`config.mk`:
```
export PLATFORM = sky130hd
export DESIGN_NAME = suvg_front
export DESIGN_NICKNAME = d
export VERILOG_FILES = /design/src/sv/suvg_pkg.sv /design/src/sv/suvg_front.sv
export SDC_FILE = /design/constraint.sdc
export NUM_CORES = 1
export LEC_CHECK = 0
export BUFFER_PORTS_ARGS = -buffer_cell sky130_fd_sc_hd__buf_2
export CAP_MARGIN = 20
export CORE_ASPECT_RATIO = 1.2
export CORE_MARGIN = 2
export CORE_UTILIZATION = 56
export CTS_CLUSTER_SIZE = 16
export DETAILED_ROUTE_END_ITERATION = 8
export PLACE_DENSITY_LB_ADDON = 0.08
export SYNTH_ARGS = -nofsm -noshare
export SYNTH_HDL_FRONTEND = slang
export SYNTH_SLANG_ARGS = --single-unit
export TNS_END_PERCENT = 100
```
`constraint.sdc`:
```
create_clock -name clk -period 16.1 [get_ports clk]
set_clock_uncertainty 0.1 [all_clocks]
set_input_delay 3.22 -clock clk [delete_from_list [all_inputs] [get_ports clk]]
set_output_delay 3.22 -clock clk [all_outputs]
set_load 0.005 [all_outputs]
```
`src/sv/suvg_pkg.sv`:
```
// ----------------------------------------------------------------------------
// suvg_pkg: shared types and constants
// Constants of the splitmix64 generator and the command passed from the
// front end to the back end.
// ----------------------------------------------------------------------------
package suvg_pkg;

  localparam int unsigned MaxDim   = 64;
  localparam logic [63:0] GoldenGamma = 64'h9E3779B97F4A7C15;
  localparam logic [63:0] MixMulA     = 64'hBF58476D1CE4E5B9;
  localparam logic [63:0] MixMulB     = 64'h94D049BB133111EB;
  localparam logic [27:0] HalfQ27     = 28'h8000000;

  // command handed from front end to back end
  typedef struct packed {
    logic [63:0] start;
    logic [6:0]  count;
  } cmd_t;

endpackage

```
`src/sv/suvg_front.sv`:
```
// ----------------------------------------------------------------------------
// suvg_front: seed intake
// Replaces a zero seed, clamps the length and holds a two-entry command queue.
// ----------------------------------------------------------------------------
module suvg_front (
  input  logic              clk,
  input  logic              rst,
  input  logic              push,
  output logic              full,
  input  logic [63:0]       seed_word,
  input  logic [6:0]        vector_length,
  output logic              cmd_valid,
  input  logic              cmd_take,
  output suvg_pkg::cmd_t    cmd
);

  suvg_pkg::cmd_t q [2];
  logic [1:0] fill;
  suvg_pkg::cmd_t in_cmd;
  logic do_push, do_pop;

  // classify the incoming seed
  always_comb begin
    in_cmd.start = (seed_word == 64'd0) ? suvg_pkg::GoldenGamma : seed_word;
    if (vector_length == 7'd0) begin
      in_cmd.count = 7'd1;
    end else if (vector_length > 7'(suvg_pkg::MaxDim)) begin
      in_cmd.count = 7'(suvg_pkg::MaxDim);
    end else begin
      in_cmd.count = vector_length;
    end
  end

  assign full      = (fill == 2'd2);
  assign cmd_valid = (fill != 2'd0);
  assign cmd       = q[0];
  assign do_push   = push && !full;
  assign do_pop    = cmd_take && cmd_valid;

  // shift-out queue; a push alongside a pop of the only entry lands in the head
  always_ff @(posedge clk) begin
    if (do_pop) begin
      if (do_push && fill == 2'd1) begin
        q[0] <= in_cmd;
      end else begin
        q[0] <= q[1];
      end
    end else if (do_push) begin
      q[fill[0]] <= in_cmd;
    end
    if (rst) begin
      fill <= 2'd0;
    end else begin
      fill <= fill + 2'(do_push) - 2'(do_pop);
    end
  end

endmodule

```
==> impl_metrics.yaml <==
global_route:
  antenna_found_initial: 0
  gr-total-overflow: 0
  grt_pass1_wl_um: 18600
  grt_pass1_vias: 3699
  grt_start_max_net_pins: 72
  grt_use_total_pct: 23.5
die:
  die_width_um: 95.0
  io_pins: 148
  fp.coreArea_mm2: 0.00961
  die_y_um: 113
  design.die.area_mm2: 0.0107
  rows: 39
  start_util_pct: 57.8
clocking:
  clock-root-buffer: "clkbuf_16"
  cts_hold_buf: 0
  clk_latency_ns: 0.41
  htreeDepth: 4
  numCtsBuffers: 17
  cts-resized-gates: 0
  clkTransAtPathRegs_ns: 0.05
  clock-sinks: 144
  cts_setup_buffers: 0
  cts_buffer_depth: 2
  cts_tree: "built"
yosys:
  yosys.area.top_type_share_pct: 76.7
  ys.warnings.count: 0
  postSynthCellCount: 421
  synth_edf_count: 142
  synthFlopType: "edfxtp_1"
  yosys.area.top_type: "edfxtp_1"
  synth_most_common_cell: "edfxtp_1"
  ys_async_sr_fraction_pct: 0
  ys_ff_latch: 144
  ys_top_cells_by_count: "edfxtp_1, nand2_1, nor2_1"
  synth.avg_cell_area_um2: 13.2
  synth.area.top_cells: "edfxtp_1, nand2_1, nor2_1"
  synthesis.area_mm2: 0.00556
  synth_nets: 499
  ys_seq_area_share_pct: 77.4
  ys_types: 24
route:
  drtIter0Drc: 383
  final_antenna_net_count: 0
  drc: 0
  vias: 3770
  wl_um: 12100
  viasPerCell: 5.33
  drtPass1Iterations: 4
  avgRoutedWirePerCell_um: 17.1
timing:
  fin_crit_sh_pct: 32.5
  rsz0062_at_grt: "no"
  worst_slew_pin_slew_ns: 0.979
  drv_slew: 0
  tns_ns: 0
  maxSlewHeadroom_pct: 34.7
  hold_slack_ns: 0.435
  finalHoldViolCount: 0
  fin_crit_ns: 5.23
  clock.fmax_mhz: 191
  finalSetupViolCount: 0
critical_path:
  crit-reg2reg-launch: "fill[0]"
  startpoint: "push"
  critPathMaxFanout: 42
  cp-end-kind: "flop"
  critPathLaunchType: "input port"
  worstPathCellList: "buf_2 -> nand2_1 -> inv_1 -> ha_1 -> nor2b_1 -> o21a_2 -> buf_4 -> nor2_1 -> a21oi_1"
  cp_slowest_stage_delay_ns: 0.59
  worst_ep_required_time_ns: 16.24
  crit_arrival_ns: 5.37
  setup.worst_path.class: "input port to flop"
  cp_slowest_cell: "o21a_2"
power_and_ir_drop:
  peakVddDrop_uv: 92.3
  p_leak_uw: 0.00279
  total_power_uw: 1160
  p_per_area_mw_per_mm2: 168
min_path:
  worstHoldStart: "q[1][23]"
  hp-class: "flop to flop"
layout:
  nNetsFinal: 650
  area_growth_pct: 24.8
  drive_above_1_share_pct: 31.3
  final_cell_area_mm2: 0.00694
  diodes: 0
placed_design:
  gp_congestion: 0.770
  io_buffers: 147
  dpl.hpwl_um: 7850
  dpl-instance-area_mm2: 0.00641
outcome:
  status: "finished, final reports clean"
run:
  maxCapViolCount: 0
[final timing paths]
check	endpoint	slack (ns)	cells past startpoint
hold reg to reg	q[0][23]	0.44	2
setup / recovery	q[0][60]	10.87	9
setup reg to reg	q[0][60]	13.17	8
hold / removal	q[0][23]	0.44	2
[logic make-up (layout without fill, tap and decap cells)]
family          count (synthesis)  in the layout  synth area share (%)
compound gates                 42             42                  3.87
flops                         144            144                  77.4
simple gates                  205            205                  15.5
mux                             1              1                 0.180
xor+xnor                        2              2                 0.315
buf+inv                        24            187                  2.05
fa+ha+maj                       3              3                 0.675
[sequential cells by signal, indices dropped and copies added, names as in the netlist]
| signal | flops |
|---|---|
| fill | 2 |
| q | 142 |
[metal layers]
layer  wire length, um  track usage [%]  vias to the layer above
met2              6070             36.9                      165
li1                  -                -                     1800
met3               913             6.26                       24
met5                 0                0                        -
met4               304             12.0                        0
met1              4820             30.1                     1781
[critical path: cells and delay by family]
family	cells	cell delay, ns
AOI/OAI and AO/OA	2	0.80
buffers and inverters	3	0.66
adders and majority gates	1	0.25
and+or+nand+nor	3	0.43
[area by class of cell]
class | count | area [um^2]
Clock buffer | 18 | 429
Clock inverter | 13 | 96.3
Fill cell | 659 | 2680
Inverter | 5 | 18.8
Multi-Input combinational cell | 253 | 1170
Sequential cell | 144 | 4300
Tap cell | 123 | 154
Timing Repair Buffer | 151 | 766
[metrics by stage]
stage / setup WS, ns / util [%] / instances
after floorplan: 8.28 / - / 421
after global placement: 10.52 / 66.7 / 676
after detailed placement: 10.43 / 66.7 / 676
after CTS: 10.85 / 72.2 / 707
after global routing: 10.68 / 72.2 / 707
final: 10.87 / 72.2 / 707
[power by group]
| group | internal, uW | leakage [uW] | switching (uW) |
|---|---|---|---|
| Clock | 208 | 0.000252 | 140 |
| Combinational | 84.2 | 0.00119 | 141 |
| Sequential | 558 | 0.00135 | 32.3 |
| Total | 850 | 0.00279 | 314 |
[placed cells by master, fill, tap and decap left out]
cell,netlist,routed
inv_1,5,5
nand2_1,94,94
or2_2,1,1
edfxtp_1,142,142
and2_4,0,1
nand2b_1,1,1
o21a_2,0,1
o31ai_1,1,1
o21ai_4,0,1
nor2b_1,3,3
dfxtp_1,2,2
nand3b_1,5,5
nand4_1,4,4
bufinv_16,0,1
buf_4,0,4
or4_4,1,1
clkinvlp_4,0,3
clkbuf_1,15,1
ha_1,3,3
a21oi_1,39,39
buf_2,1,147
clkinv_1,0,4
nor4_1,16,16
clkinv_2,0,4
mux2i_4,0,1
nor2_1,78,78
xnor2_1,2,2
inv_6,0,1
nor3_1,1,1
clkbuf_16,0,17
Power figures use the tool's default switching activity.
